<file path="config.mk">
export PLATFORM = sky130hd
export DESIGN_NAME = wide_polyline_quad_expander
export DESIGN_NICKNAME = d
export VERILOG_FILES = /design/src/sv/wpqe_pkg.sv /design/src/sv/wide_polyline_quad_expander.sv
export SDC_FILE = /design/constraint.sdc
export NUM_CORES = 2
export LEC_CHECK = 0
export ABC_AREA = 1
export BUFFER_PORTS_ARGS = -buffer_cell sky130_fd_sc_hd__clkbuf_2
export CAP_MARGIN = 40
export CORE_AREA = 3 3 537 539
export DETAILED_ROUTE_END_ITERATION = 10
export DIE_AREA = 0 0 540 542
export RECOVER_POWER = 100
export SKIP_CTS_REPAIR_TIMING = 1
export SYNTH_ARGS = -nofsm -noshare
export SYNTH_HDL_FRONTEND = slang
export SYNTH_SLANG_ARGS = --single-unit
export TNS_END_PERCENT = 10
</file>
<file path="constraint.sdc">
create_clock -name clock -period 7.9 [get_ports clock]
set_input_delay 0.395 -clock clock [delete_from_list [all_inputs] [get_ports clock]]
set_output_delay 0.395 -clock clock [all_outputs]
set_load 0.02 [all_outputs]
</file>
<file path="src/sv/wpqe_pkg.sv">
// ----------------------------------------------------------------------------
// wpqe_pkg: shared definitions of the wide polyline quad expander
// widths, reset values, register indexes and fixed-point constants
// ----------------------------------------------------------------------------
package wpqe_pkg;

   localparam int COORD_BITS = 16;
   localparam int HW_W       = 16;
   localparam int ZOOM_W     = 16;
   localparam int RGBA_W     = 32;
   localparam int CSR_IDX_W  = 2;
   localparam int CSR_DATA_W = 32;
   localparam int CORNER_W   = 2;

   localparam int T_W        = 10;
   localparam int NHALF_W    = T_W + 10;
   localparam int F_W        = 17;
   localparam int WE_W       = 17;
   localparam int NORM_W     = 30;
   localparam int MUL_W      = 2 * NORM_W;
   localparam int ACC_W      = 62;
   localparam int LEN_W      = 31;
   localparam int QUO_W      = 14;
   localparam int OFS_W      = 15;
   localparam int CNT_W      = 5;

   localparam int ROOT_STEPS = 31;
   localparam int QUO_STEPS  = QUO_W;
   localparam int DEN_SHIFT  = 4;

   localparam logic [HW_W-1:0]   HALF_WIDTH_RESET   = 16'd1024;
   localparam logic [ZOOM_W-1:0] MAP_ZOOM_RESET     = 16'd140;
   localparam logic [RGBA_W-1:0] VERTEX_COLOR_RESET = 32'hFF00_D4EB;

   localparam logic [ZOOM_W-1:0] ZOOM_BIAS  = 16'd140;
   localparam logic [ZOOM_W-1:0] ZOOM_LO    = 16'd280;
   localparam logic [ZOOM_W-1:0] ZOOM_HI    = 16'd1100;
   localparam logic [T_W-1:0]    ZOOM_T_MIN = 10'd140;
   localparam logic [T_W-1:0]    ZOOM_T_MAX = 10'd960;

   // floor(n/15) estimate: n*RECIP15 >> RECIP15_SHIFT, at most one too high
   localparam logic [15:0] RECIP15       = 16'd34953;
   localparam int          RECIP15_SHIFT = 19;
   localparam logic [F_W-1:0] F_OFFSET   = 17'd26214;
   localparam logic [MUL_W-1:0] WE_ROUND = 60'd32768;

   typedef enum logic [CSR_IDX_W-1:0] {
      CSR_HALF_WIDTH   = 2'd0,
      CSR_MAP_MODE     = 2'd1,
      CSR_MAP_ZOOM     = 2'd2,
      CSR_VERTEX_COLOR = 2'd3
   } csr_index_type;

   typedef enum logic [CORNER_W-1:0] {
      CORNER_PREV_MINUS = 2'd0,
      CORNER_CUR_MINUS  = 2'd1,
      CORNER_PREV_PLUS  = 2'd2,
      CORNER_CUR_PLUS   = 2'd3
   } corner_type;

endpackage

</file>
<file path="src/sv/wide_polyline_quad_expander.sv">
// ----------------------------------------------------------------------------
// wide_polyline_quad_expander: polyline to quad strip expansion
// Turns each polyline segment into four offset vertices of a wide line.
// ----------------------------------------------------------------------------
// One transaction is worked on at a time and req_ready is low while it runs.
// A point with no stored predecessor emits nothing. For a segment, the
// length is found by a 31-step square root and each offset component by
// a 14-step restoring divide, all on one shared 62-bit subtractor, with one
// shared 30x30 multiplier for squares, width scaling and numerators. A
// zero-length segment skips the root and divides. The four vertices leave
// through an output register, so the last vertex may still wait on rsp_ready
// while the next point is taken.
// ----------------------------------------------------------------------------
module wide_polyline_quad_expander (
   input  logic                                   clock,
   input  logic                                   reset,
   input  logic                                   req_valid,
   output logic                                   req_ready,
   input  logic signed [wpqe_pkg::COORD_BITS-1:0] req_point_x,
   input  logic signed [wpqe_pkg::COORD_BITS-1:0] req_point_y,
   input  logic                                   req_last_point,
   output logic                                   rsp_valid,
   input  logic                                   rsp_ready,
   output logic signed [wpqe_pkg::COORD_BITS-1:0] rsp_vertex_x,
   output logic signed [wpqe_pkg::COORD_BITS-1:0] rsp_vertex_y,
   output logic [wpqe_pkg::RGBA_W-1:0]            rsp_vertex_rgba,
   output logic [wpqe_pkg::CORNER_W-1:0]          rsp_corner,
   output logic                                   rsp_last_of_run,
   input  logic                                   csr_write,
   input  logic [wpqe_pkg::CSR_IDX_W-1:0]         csr_index,
   input  logic [wpqe_pkg::CSR_DATA_W-1:0]        csr_wdata
);
   import wpqe_pkg::*;

   typedef enum logic [14:0] {
      ST_IDLE       = 15'b000_0000_0000_0001,
      ST_WID_MUL    = 15'b000_0000_0000_0010,
      ST_WID_FIX    = 15'b000_0000_0000_0100,
      ST_WE_MUL     = 15'b000_0000_0000_1000,
      ST_WE_RND     = 15'b000_0000_0001_0000,
      ST_NORM_ABS   = 15'b000_0000_0010_0000,
      ST_NORM_SHIFT = 15'b000_0000_0100_0000,
      ST_SQ_X       = 15'b000_0000_1000_0000,
      ST_SQ_Y       = 15'b000_0001_0000_0000,
      ST_SQ_SUM     = 15'b000_0010_0000_0000,
      ST_ROOT       = 15'b000_0100_0000_0000,
      ST_QUO_MUL    = 15'b000_1000_0000_0000,
      ST_QUO_LOAD   = 15'b001_0000_0000_0000,
      ST_QUO_DIV    = 15'b010_0000_0000_0000,
      ST_EMIT       = 15'b100_0000_0000_0000
   } state_type;

   localparam logic signed [COORD_BITS-1:0] COORD_MAX = {1'b0, {(COORD_BITS-1){1'b1}}};
   localparam logic signed [COORD_BITS-1:0] COORD_MIN = {1'b1, {(COORD_BITS-1){1'b0}}};
   localparam logic [ACC_W-2:0] ROOT_BIT_INIT = (ACC_W-1)'(1) << (2 * (ROOT_STEPS - 1));

   function automatic logic [CNT_W-1:0] msb_index(input logic [COORD_BITS-1:0] v);
      logic [CNT_W-1:0] idx;
      idx = '0;
      for (int i = 0; i < COORD_BITS; i++) begin
         if (v[i]) idx = CNT_W'(i);
      end
      return idx;
   endfunction

   function automatic logic [COORD_BITS-1:0] sat_coord(input logic [COORD_BITS:0] v);
      logic [COORD_BITS-1:0] r;
      if (v[COORD_BITS] != v[COORD_BITS-1]) r = v[COORD_BITS] ? COORD_MIN : COORD_MAX;
      else r = v[COORD_BITS-1:0];
      return r;
   endfunction

   state_type                     state_ff, state_in;
   logic [HW_W-1:0]               half_width_ff, half_width_in;
   logic                          map_mode_ff, map_mode_in;
   logic [ZOOM_W-1:0]             map_zoom_ff, map_zoom_in;
   logic [RGBA_W-1:0]             vertex_color_ff, vertex_color_in;

   logic signed [COORD_BITS-1:0]  prev_x_ff, prev_x_in, prev_y_ff, prev_y_in;
   logic                          have_prev_ff, have_prev_in;
   logic signed [COORD_BITS-1:0]  cur_x_ff, cur_x_in, cur_y_ff, cur_y_in;
   logic                          last_ff, last_in;
   logic signed [COORD_BITS:0]    dx_ff, dx_in, dy_ff, dy_in;
   logic [NORM_W-1:0]             ax_ff, ax_in, ay_ff, ay_in;
   logic [F_W-1:0]                f_ff, f_in;
   logic [WE_W-1:0]               we_ff, we_in;
   logic [MUL_W-1:0]              prod_ff, prod_in;
   logic [ACC_W-1:0]              rem_ff, rem_in, root_ff, root_in;
   logic [ACC_W-2:0]              bit_ff, bit_in;
   logic [CNT_W-1:0]              cnt_ff, cnt_in;
   logic [QUO_W-1:0]              quo_ff, quo_in;
   logic                          phase_ff, phase_in;
   logic signed [OFS_W-1:0]       ox_ff, ox_in, oy_ff, oy_in;
   logic [CORNER_W-1:0]           corner_ff, corner_in;

   logic                          rsp_valid_ff, rsp_valid_in;
   logic signed [COORD_BITS-1:0]  out_x_ff, out_x_in, out_y_ff, out_y_in;
   logic [RGBA_W-1:0]             out_rgba_ff, out_rgba_in;
   logic [CORNER_W-1:0]           out_corner_ff, out_corner_in;
   logic                          out_last_ff, out_last_in;

   // width scaling
   logic [T_W-1:0]                zoom_t;
   logic [NHALF_W-1:0]            n_half;
   logic [F_W-1:0]                q0;
   logic [F_W+3:0]                q0_x15;
   logic [F_W-1:0]                f_calc;
   logic [WE_W-1:0]               we_round;
   logic [MUL_W-1:0]              we_sum;

   // normalization
   logic [COORD_BITS:0]           dx_mag, dy_mag;
   logic [CNT_W-1:0]              norm_shift;
   logic [WE_W:0]                 zl_sum;
   logic signed [OFS_W-1:0]       zl_ofs;

   // shared units
   logic [NORM_W-1:0]             mul_a, mul_b;
   logic [MUL_W-1:0]              mul_p;
   logic [ACC_W-1:0]              sub_b;
   logic [ACC_W:0]                sub_diff;
   logic                          sub_ge;
   logic [LEN_W-1:0]              len;
   logic [QUO_W-1:0]              quo_next;
   logic signed [OFS_W-1:0]       q_ext;

   // vertex
   logic signed [COORD_BITS-1:0]  vx_base, vy_base;
   logic signed [OFS_W-1:0]       vx_ofs, vy_ofs;
   logic [COORD_BITS:0]           vx_sum, vy_sum;
   logic                          out_load;

   assign req_ready       = (state_ff == ST_IDLE);
   assign rsp_valid       = rsp_valid_ff;
   assign rsp_vertex_x    = out_x_ff;
   assign rsp_vertex_y    = out_y_ff;
   assign rsp_vertex_rgba = out_rgba_ff;
   assign rsp_corner      = out_corner_ff;
   assign rsp_last_of_run = out_last_ff;

   always_comb begin
      priority if (map_zoom_ff < ZOOM_LO) zoom_t = ZOOM_T_MIN;
      else if (map_zoom_ff > ZOOM_HI) zoom_t = ZOOM_T_MAX;
      else zoom_t = T_W'(map_zoom_ff - ZOOM_BIAS);
   end

   assign n_half   = {zoom_t, 10'd7};
   assign q0       = prod_ff[RECIP15_SHIFT+F_W-1:RECIP15_SHIFT];
   assign q0_x15   = {q0, 4'b0000} - {4'b0000, q0};
   assign f_calc   = q0 - F_W'(q0_x15 > (F_W+4)'(n_half)) + F_OFFSET;
   assign we_sum   = prod_ff + WE_ROUND;
   assign we_round = we_sum[WE_W+15:16];

   assign dx_mag     = dx_ff[COORD_BITS] ? -dx_ff : dx_ff;
   assign dy_mag     = dy_ff[COORD_BITS] ? -dy_ff : dy_ff;
   assign norm_shift = CNT_W'(NORM_W - 1) - msb_index(ax_ff[COORD_BITS-1:0] |
                                                      ay_ff[COORD_BITS-1:0]);
   assign zl_sum     = {1'b0, we_ff} + (WE_W+1)'(8);
   assign zl_ofs     = -OFS_W'(zl_sum[WE_W:4]);

   always_comb begin
      unique case (state_ff)
         ST_WID_MUL: begin
            mul_a = NORM_W'(n_half);
            mul_b = NORM_W'(RECIP15);
         end
         ST_WE_MUL: begin
            mul_a = NORM_W'(half_width_ff);
            mul_b = NORM_W'(f_ff);
         end
         ST_SQ_X: begin
            mul_a = ax_ff;
            mul_b = ax_ff;
         end
         ST_SQ_Y: begin
            mul_a = ay_ff;
            mul_b = ay_ff;
         end
         ST_QUO_MUL: begin
            mul_a = NORM_W'(we_ff);
            mul_b = phase_ff ? ax_ff : ay_ff;
         end
         default: begin
            mul_a = '0;
            mul_b = '0;
         end
      endcase
   end

   assign mul_p    = mul_a * mul_b;
   assign sub_b    = (state_ff == ST_ROOT) ? root_ff + ACC_W'(bit_ff) : ACC_W'(bit_ff);
   assign sub_diff = {1'b0, rem_ff} - {1'b0, sub_b};
   assign sub_ge   = ~sub_diff[ACC_W];
   assign len      = root_ff[LEN_W-1:0];
   assign quo_next = {quo_ff[QUO_W-2:0], sub_ge};
   assign q_ext    = OFS_W'(quo_next);

   assign vx_base  = corner_ff[0] ? cur_x_ff : prev_x_ff;
   assign vy_base  = corner_ff[0] ? cur_y_ff : prev_y_ff;
   assign vx_ofs   = corner_ff[1] ? -ox_ff : ox_ff;
   assign vy_ofs   = corner_ff[1] ? -oy_ff : oy_ff;
   assign vx_sum   = {vx_base[COORD_BITS-1], vx_base} +
                     {{(COORD_BITS+1-OFS_W){vx_ofs[OFS_W-1]}}, vx_ofs};
   assign vy_sum   = {vy_base[COORD_BITS-1], vy_base} +
                     {{(COORD_BITS+1-OFS_W){vy_ofs[OFS_W-1]}}, vy_ofs};
   assign out_load = (state_ff == ST_EMIT) && (!rsp_valid_ff || rsp_ready);

   always_comb begin
      state_in        = state_ff;
      half_width_in   = half_width_ff;
      map_mode_in     = map_mode_ff;
      map_zoom_in     = map_zoom_ff;
      vertex_color_in = vertex_color_ff;
      prev_x_in       = prev_x_ff;
      prev_y_in       = prev_y_ff;
      have_prev_in    = have_prev_ff;
      cur_x_in        = cur_x_ff;
      cur_y_in        = cur_y_ff;
      last_in         = last_ff;
      dx_in           = dx_ff;
      dy_in           = dy_ff;
      ax_in           = ax_ff;
      ay_in           = ay_ff;
      f_in            = f_ff;
      we_in           = we_ff;
      prod_in         = prod_ff;
      rem_in          = rem_ff;
      root_in         = root_ff;
      bit_in          = bit_ff;
      cnt_in          = cnt_ff;
      quo_in          = quo_ff;
      phase_in        = phase_ff;
      ox_in           = ox_ff;
      oy_in           = oy_ff;
      corner_in       = corner_ff;
      rsp_valid_in    = rsp_valid_ff;
      out_x_in        = out_x_ff;
      out_y_in        = out_y_ff;
      out_rgba_in     = out_rgba_ff;
      out_corner_in   = out_corner_ff;
      out_last_in     = out_last_ff;

      if (csr_write) begin
         unique case (csr_index_type'(csr_index))
            CSR_HALF_WIDTH:   half_width_in   = csr_wdata[HW_W-1:0];
            CSR_MAP_MODE:     map_mode_in     = csr_wdata[0];
            CSR_MAP_ZOOM:     map_zoom_in     = csr_wdata[ZOOM_W-1:0];
            CSR_VERTEX_COLOR: vertex_color_in = csr_wdata[RGBA_W-1:0];
            default:          map_mode_in     = map_mode_ff;
         endcase
      end

      if (rsp_valid_ff && rsp_ready) rsp_valid_in = 1'b0;

      unique case (state_ff)
         ST_IDLE: begin
            if (req_valid) begin
               cur_x_in = req_point_x;
               cur_y_in = req_point_y;
               last_in  = req_last_point;
               dx_in    = {req_point_x[COORD_BITS-1], req_point_x} -
                          {prev_x_ff[COORD_BITS-1], prev_x_ff};
               dy_in    = {req_point_y[COORD_BITS-1], req_point_y} -
                          {prev_y_ff[COORD_BITS-1], prev_y_ff};
               if (have_prev_ff) begin
                  we_in    = WE_W'(half_width_ff);
                  state_in = map_mode_ff ? ST_WID_MUL : ST_NORM_ABS;
               end else if (req_last_point) begin
                  prev_x_in    = '0;
                  prev_y_in    = '0;
                  have_prev_in = 1'b0;
               end else begin
                  prev_x_in    = req_point_x;
                  prev_y_in    = req_point_y;
                  have_prev_in = 1'b1;
               end
            end
         end
         ST_WID_MUL: begin
            prod_in  = mul_p;
            state_in = ST_WID_FIX;
         end
         ST_WID_FIX: begin
            f_in     = f_calc;
            state_in = ST_WE_MUL;
         end
         ST_WE_MUL: begin
            prod_in  = mul_p;
            state_in = ST_WE_RND;
         end
         ST_WE_RND: begin
            we_in    = we_round;
            state_in = ST_NORM_ABS;
         end
         ST_NORM_ABS: begin
            ax_in = NORM_W'(dx_mag[COORD_BITS-1:0]);
            ay_in = NORM_W'(dy_mag[COORD_BITS-1:0]);
            if (dx_mag == '0 && dy_mag == '0) begin
               // zero-length segment: normal points straight up
               ox_in     = '0;
               oy_in     = zl_ofs;
               corner_in = CORNER_PREV_MINUS;
               state_in  = ST_EMIT;
            end else begin
               state_in = ST_NORM_SHIFT;
            end
         end
         ST_NORM_SHIFT: begin
            ax_in    = ax_ff << norm_shift;
            ay_in    = ay_ff << norm_shift;
            state_in = ST_SQ_X;
         end
         ST_SQ_X: begin
            prod_in  = mul_p;
            state_in = ST_SQ_Y;
         end
         ST_SQ_Y: begin
            prod_in  = mul_p;
            rem_in   = ACC_W'(prod_ff);
            state_in = ST_SQ_SUM;
         end
         ST_SQ_SUM: begin
            rem_in   = rem_ff + ACC_W'(prod_ff);
            root_in  = '0;
            bit_in   = ROOT_BIT_INIT;
            cnt_in   = CNT_W'(ROOT_STEPS - 1);
            state_in = ST_ROOT;
         end
         ST_ROOT: begin
            if (sub_ge) begin
               rem_in  = sub_diff[ACC_W-1:0];
               root_in = (root_ff >> 1) + ACC_W'(bit_ff);
            end else begin
               root_in = root_ff >> 1;
            end
            bit_in = bit_ff >> 2;
            cnt_in = cnt_ff - 1'b1;
            if (cnt_ff == '0) begin
               phase_in = 1'b0;
               state_in = ST_QUO_MUL;
            end
         end
         ST_QUO_MUL: begin
            prod_in  = mul_p;
            state_in = ST_QUO_LOAD;
         end
         ST_QUO_LOAD: begin
            // numerator rounded by half the divisor (len*16)
            rem_in   = ACC_W'(prod_ff) + ACC_W'({len, {(DEN_SHIFT-1){1'b0}}});
            bit_in   = (ACC_W-1)'({len, {(DEN_SHIFT+QUO_STEPS-1){1'b0}}});
            quo_in   = '0;
            cnt_in   = CNT_W'(QUO_STEPS - 1);
            state_in = ST_QUO_DIV;
         end
         ST_QUO_DIV: begin
            if (sub_ge) rem_in = sub_diff[ACC_W-1:0];
            quo_in = quo_next;
            bit_in = bit_ff >> 1;
            cnt_in = cnt_ff - 1'b1;
            if (cnt_ff == '0) begin
               if (!phase_ff) begin
                  ox_in    = dy_ff[COORD_BITS] ? -q_ext : q_ext;
                  phase_in = 1'b1;
                  state_in = ST_QUO_MUL;
               end else begin
                  oy_in     = dx_ff[COORD_BITS] ? q_ext : -q_ext;
                  corner_in = CORNER_PREV_MINUS;
                  state_in  = ST_EMIT;
               end
            end
         end
         ST_EMIT: begin
            if (out_load) begin
               rsp_valid_in  = 1'b1;
               out_x_in      = sat_coord(vx_sum);
               out_y_in      = sat_coord(vy_sum);
               out_rgba_in   = vertex_color_ff;
               out_corner_in = corner_ff;
               out_last_in   = (corner_ff == CORNER_CUR_PLUS);
               corner_in     = corner_ff + 1'b1;
               if (corner_ff == CORNER_CUR_PLUS) begin
                  state_in = ST_IDLE;
                  if (last_ff) begin
                     prev_x_in    = '0;
                     prev_y_in    = '0;
                     have_prev_in = 1'b0;
                  end else begin
                     prev_x_in    = cur_x_ff;
                     prev_y_in    = cur_y_ff;
                     have_prev_in = 1'b1;
                  end
               end
            end
         end
         default: state_in = ST_IDLE;
      endcase
   end

   always_ff @(posedge clock) begin
      if (reset) begin
         state_ff        <= ST_IDLE;
         half_width_ff   <= HALF_WIDTH_RESET;
         map_mode_ff     <= 1'b0;
         map_zoom_ff     <= MAP_ZOOM_RESET;
         vertex_color_ff <= VERTEX_COLOR_RESET;
         prev_x_ff       <= '0;
         prev_y_ff       <= '0;
         have_prev_ff    <= 1'b0;
         phase_ff        <= 1'b0;
         cnt_ff          <= '0;
         corner_ff       <= CORNER_PREV_MINUS;
         rsp_valid_ff    <= 1'b0;
      end else begin
         state_ff        <= state_in;
         half_width_ff   <= half_width_in;
         map_mode_ff     <= map_mode_in;
         map_zoom_ff     <= map_zoom_in;
         vertex_color_ff <= vertex_color_in;
         prev_x_ff       <= prev_x_in;
         prev_y_ff       <= prev_y_in;
         have_prev_ff    <= have_prev_in;
         phase_ff        <= phase_in;
         cnt_ff          <= cnt_in;
         corner_ff       <= corner_in;
         rsp_valid_ff    <= rsp_valid_in;
      end
   end

   always_ff @(posedge clock) begin
      cur_x_ff      <= cur_x_in;
      cur_y_ff      <= cur_y_in;
      last_ff       <= last_in;
      dx_ff         <= dx_in;
      dy_ff         <= dy_in;
      ax_ff         <= ax_in;
      ay_ff         <= ay_in;
      f_ff          <= f_in;
      we_ff         <= we_in;
      prod_ff       <= prod_in;
      rem_ff        <= rem_in;
      root_ff       <= root_in;
      bit_ff        <= bit_in;
      quo_ff        <= quo_in;
      ox_ff         <= ox_in;
      oy_ff         <= oy_in;
      out_x_ff      <= out_x_in;
      out_y_ff      <= out_y_in;
      out_rgba_ff   <= out_rgba_in;
      out_corner_ff <= out_corner_in;
      out_last_ff   <= out_last_in;
   end

endmodule
</file>
* Yosys cells after proc, flatten, opt, wreduce, memory -nomap -nowiden
Index checks and enable logic that the tools add are counted.
Widths: inputs -> output; s select.
** Word-level totals
- Flip-flop bits (word level) :: 638
- Input bits :: 72
- Output and inout port bits :: 69
- Logic and storage cells :: 229
** Cells by class
- $add $sub $neg :: 24
- Multiply operators :: 1
- $lt $le $gt $ge :: 3
- Equal/unequal tests :: 32
- Shift-type cells :: 2
- Muxes and demuxes :: 95
- Bitwise gates (word level) :: 2
- Reductions and logical operators :: 37
** Operator list (count)
- $pmux 30 s5 :: 2
- $mux 16 :: 18
- $mux 15 :: 18
- $pmux 62 s4 :: 1
- $pmux 61 s4 :: 1
- $pmux 15 s15 :: 1
- $mux 62 :: 3
- $pmux 62 s2 :: 1
- $pmux 30 s2 :: 2
- $mux 17 :: 4
- $mux 5 :: 13
- $pmux 16 s2 :: 2
- $sub 62x62->63 :: 1
- $add 61x61->62 :: 1
- $add 62x60->62 :: 1
- $add 62x61->62 :: 1
- $add 60x34->61 :: 1
- $mul 30x30->60 :: 1
- $pmux 15 s2 :: 2
- $shl 30x5->30 :: 2
- $add 16x15->17 :: 2
- $logic_not 17->1 :: 2
- $neg 17->17 :: 2
- $pmux 17 s2 :: 1
- other kinds (61) :: 113

* Logic depth before layout (Yosys ltp)
- Word-level depth :: 19
- Mapped depth :: 46
- Depth with buffers taken out :: 44

* Worst setup path before layout
No wires, ideal clock.
- Path kind :: register -> register
- Start :: register state_ff[0]
- End :: register prod_ff[59], data pin
- Library setup time :: 0.262 ns
- Arrival time :: 8.096 ns
- Setup slack :: -0.459 ns
- Cell stages (with the launch flop) :: 43
- Buffers on the path :: 2
- Clock period less this slack :: 8.359 ns
- Path through :: dfxtp_1 > nor2_1 > inv_2 > nor2_4 > inv_2 > nor2_8 > nand2_4 > nor4_4 > inv_2 > buf_6 > o21ai_1 > nor2_1 > inv_2 > buf_2 > nand2_1 > fa_1 > inv_1 > fa_1 > [7 not listed] > fa_1 > fa_1 > inv_1 > fa_1 > inv_1 > ha_1 > nand2_1 > nor2_1 > nand2_1 > nor4_1 > nand2_1 > nand3_1 > nand2_1 > nand3_1 > o21ai_0 > o21ai_0 > a21oi_1 > xor2_1
** On the way
- Word-level cells in the longest chain between the ends :: 3
- Elaborated cells between the ends (all ways) :: 8
- Classes of those cells :: mul: 1; eq/ne: 5; mux: 2
** Ends and longest elaborated chain
- start, declared :: RTL line wide_polyline_quad_expander.sv:73 : state_type state_ff, state_in;
- start signal, assigned :: RTL line wide_polyline_quad_expander.sv:414 : state_ff <= state_in;
- $eq 15x12->1 (tied with other cells) :: RTL line wide_polyline_quad_expander.sv:162 : unique case (state_ff)
- $pmux 30 s5 :: RTL line wide_polyline_quad_expander.sv:162
- $mul 30x30->60 * :: RTL line wide_polyline_quad_expander.sv:190 : assign mul_p = mul_a * mul_b;
- net mul_p[59] :: RTL line wide_polyline_quad_expander.sv:119 : logic [MUL_W-1:0] mul_p;
- end signal, assigned :: RTL line wide_polyline_quad_expander.sv:439 : prod_ff <= prod_in;
- end, declared :: RTL line wide_polyline_quad_expander.sv:87 : logic [MUL_W-1:0] prod_ff, prod_in;
Mark *: on every way through the listed nets, which the timed path passes. The rest lies on a longest branch.
A chain may end at the register's enable or synchronous reset.

* Worst setup path in the final report
- Start :: register state_ff[14]
- End :: register prod_ff[50], data pin
Same word-level chain as after synthesis.

==> run metrics <==
top post-synthesis cells by area=fa_1 19%, edfxtp_1 18%, nand2_1 9.8%; # setup viols final=41; clock sinks=638; Syn Std Cell Area=85110 um^2; root buf cell=clkbuf_16; cell taking the most area after synthesis=fa_1; I/O Pins=141; critical path capture point type=flop; post-synthesis sequential area ratio=21.08%; clock tree buffer depth=3; most frequent cell after synthesis=nand2_1; drt drc=0; FMAX=117.0 MHz; Port Buf Inserts=140; met1 Resource Use GR=a little under a third; CP Max Fanout=27; GRT overflow=0; CP max stage cell=fa_1; diodes inserted=0; layout cells sized above 1=11.53%; Final Max Tran Viols=137; Tmin final=8.546 ns; GRT Util Overall=22.24%; Die Ht=roughly 540 um; core area=approximately 280000 um^2; area of the multi-input gates=58790 um^2; FILL cells=30.30k; RSZ-0062 raised after global routing=true; H-tree level count=3; Final HPWL DP=278900 um; Syn Inst Count=11.49k; clock latency on the worst-skew pair=slightly above 0.7 ns; GRT met2 Usage=34.40%; Crit path required time=~8.4 ns; fin nets=13.73k; setup_tns=-17.63 ns; final worst path period share=108.2%; Synth Flop Type=edfxtp_1; Layout Utilization=35.20%; P per Cell Area=approximately 120 nW/um^2; Initial Util=29.92%; Clock Skew=0.03272 ns; Layout area overhead=17.64%; post-synth top area share=a little under a fifth; Design Area, Final=100100 um^2; first-pass GRT wire length=between 400000 and 500000 um; Final WS setup=-0.6455 ns; Final Non-Filler Cells=16.06k; vias in the first global route=78.58k; routed len/inst=around 21 um; largest net degree at the start of global routing=between 100 and 150; CTS tree=yes; syn nets=12.99k; DP Area=96210 um^2; cell repeated most along the worst path=fa_1; Post-synth EDFFs=516; vias per cell=5.105; Max VDD drop=roughly 0.16 mV; routability cong.=1.013; Mean Syn Cell Area=7.408 um^2; cts bufs inserted=80; vias=between 80k and 90k; post-route ant nets=0; storage element area=17950 um^2; Worst Tran Pin Value=3.676 ns; Final Hold Vio Count=0; Tot Pwr=11.87 mW; antenna violations before repair=12; row cnt=196; DR iter-0 viols=~8.7k; share of flip-flops with an asynchronous set or reset=0%; CP Class=flop to flop; CP delay by family, top=adder cells; clk slew on worst S/H paths=0.06 ns; synth cell count leaders=2227 x nand2_1, 2019 x inv_1, 1166 x nor2_1; Synth Register Bits=approximately 640; Most Crowded Layer GR=met2; First-pass DRT Iterations=6; Syn. warnings=0; met3 Resource Use GR=3.307%; Worst Setup Slack post-DPL=-0.8692 ns; Hold WS=0.02774 ns; die width=540 um; Max-Cap Viols=3; DRT Wirelength=between 300000 and 400000 um; Slew Limit Headroom=-145.1%; critical path data arrival time=roughly 9 ns; CP max stage delay=0.56 ns; die footprint=292700 um^2; Worst setup SP type=flop; outcome=complete, but fails checks; Netlist cell types=73; failing checks=max-capacitance violations, max-slew violations, negative setup slack; CP Buf/Inv Count=14; dpl cells=15.84k; Leak=roughly 46 nW; Hold/Removal Path Class=primary input to flop
[worst paths after layout]
check                       from                  end  slack, ns  depth (start not counted)
max                 state_ff[14]          prod_ff[50]      -0.65                         38
min                 csr_wdata[0]   vertex_color_ff[0]       0.03                          3
max reg2reg         state_ff[14]          prod_ff[50]      -0.65                         38
min reg2reg  vertex_color_ff[11]  rsp_vertex_rgba[11]       0.42                          0
[kinds of logic after synthesis]
family	synth area share, %
simple gates	23.49
buf+inv	11.03
compound gates	12.98
fa+ha+maj	28.03
flops	21.08
xor+xnor	3.396
[cell usage in the layout (no fill, tap or decap), types with 114 or more instances in the layout]
cell type,synthesis,layout
fa_1,789,778
nor3_1,119,114
clkbuf_1,193,115
edfxtp_1,516,516
nand2_1,2227,2200
a21oi_1,679,658
ha_1,644,627
o21ai_0,675,652
or2_2,124,124
buf_4,19,716
dfxtp_1,122,115
nor2_1,1166,1121
nand4_1,116,116
nand3_1,854,848
xor2_1,228,223
inv_1,2019,2006
[layout make-up]
cell class              instances  area share (%)
repair buffers                998           8.034
clock inverters                57          0.6461
clock buffers                  91           2.082
well taps                    3762           4.701
multi-input cells            8415           58.72
flip-flops and latches        638           17.92
inverters                    2095           7.894
[layer usage]
metal  part of all wire [%]  vias up
met5                  0.016        -
met1                     44    39320
met4                    4.3        8
met2                     44     3222
li1                       -    38800
met3                    7.8      615
[registers in the layout, summed over array words and instances, names as in the netlist, 30 cells and up]
| register | count |
|---|---|
| rsp_vertex_rgba | 32 |
| ax_ff | 30 |
| bit_ff | 61 |
| prod_ff | 60 |
| ay_ff | 30 |
| root_ff | 62 |
| rem_ff | 62 |
| vertex_color_ff | 32 |
[worst register-to-register path, delay by kind of cell (launching register included)]
family / cells / cell delay [ns]
AND/OR/NAND/NOR: 10 / 0.91
buffers and inverters: 14 / 1.62
adder cells (fa/ha/maj): 9 / 4.39
XOR/XNOR: 1 / 0.14
AO/OA/AOI/OAI: 4 / 0.89
flip-flops: 1 / 0.33
[power breakdown]
group          switching [mW]  total (mW)  internal, mW
clock network            1.73        3.93          2.20
registers               0.260        4.41          4.15
logic                    2.42        3.53          1.11
total                    4.41        11.9          7.47
Power figures use the tool's default switching activity.
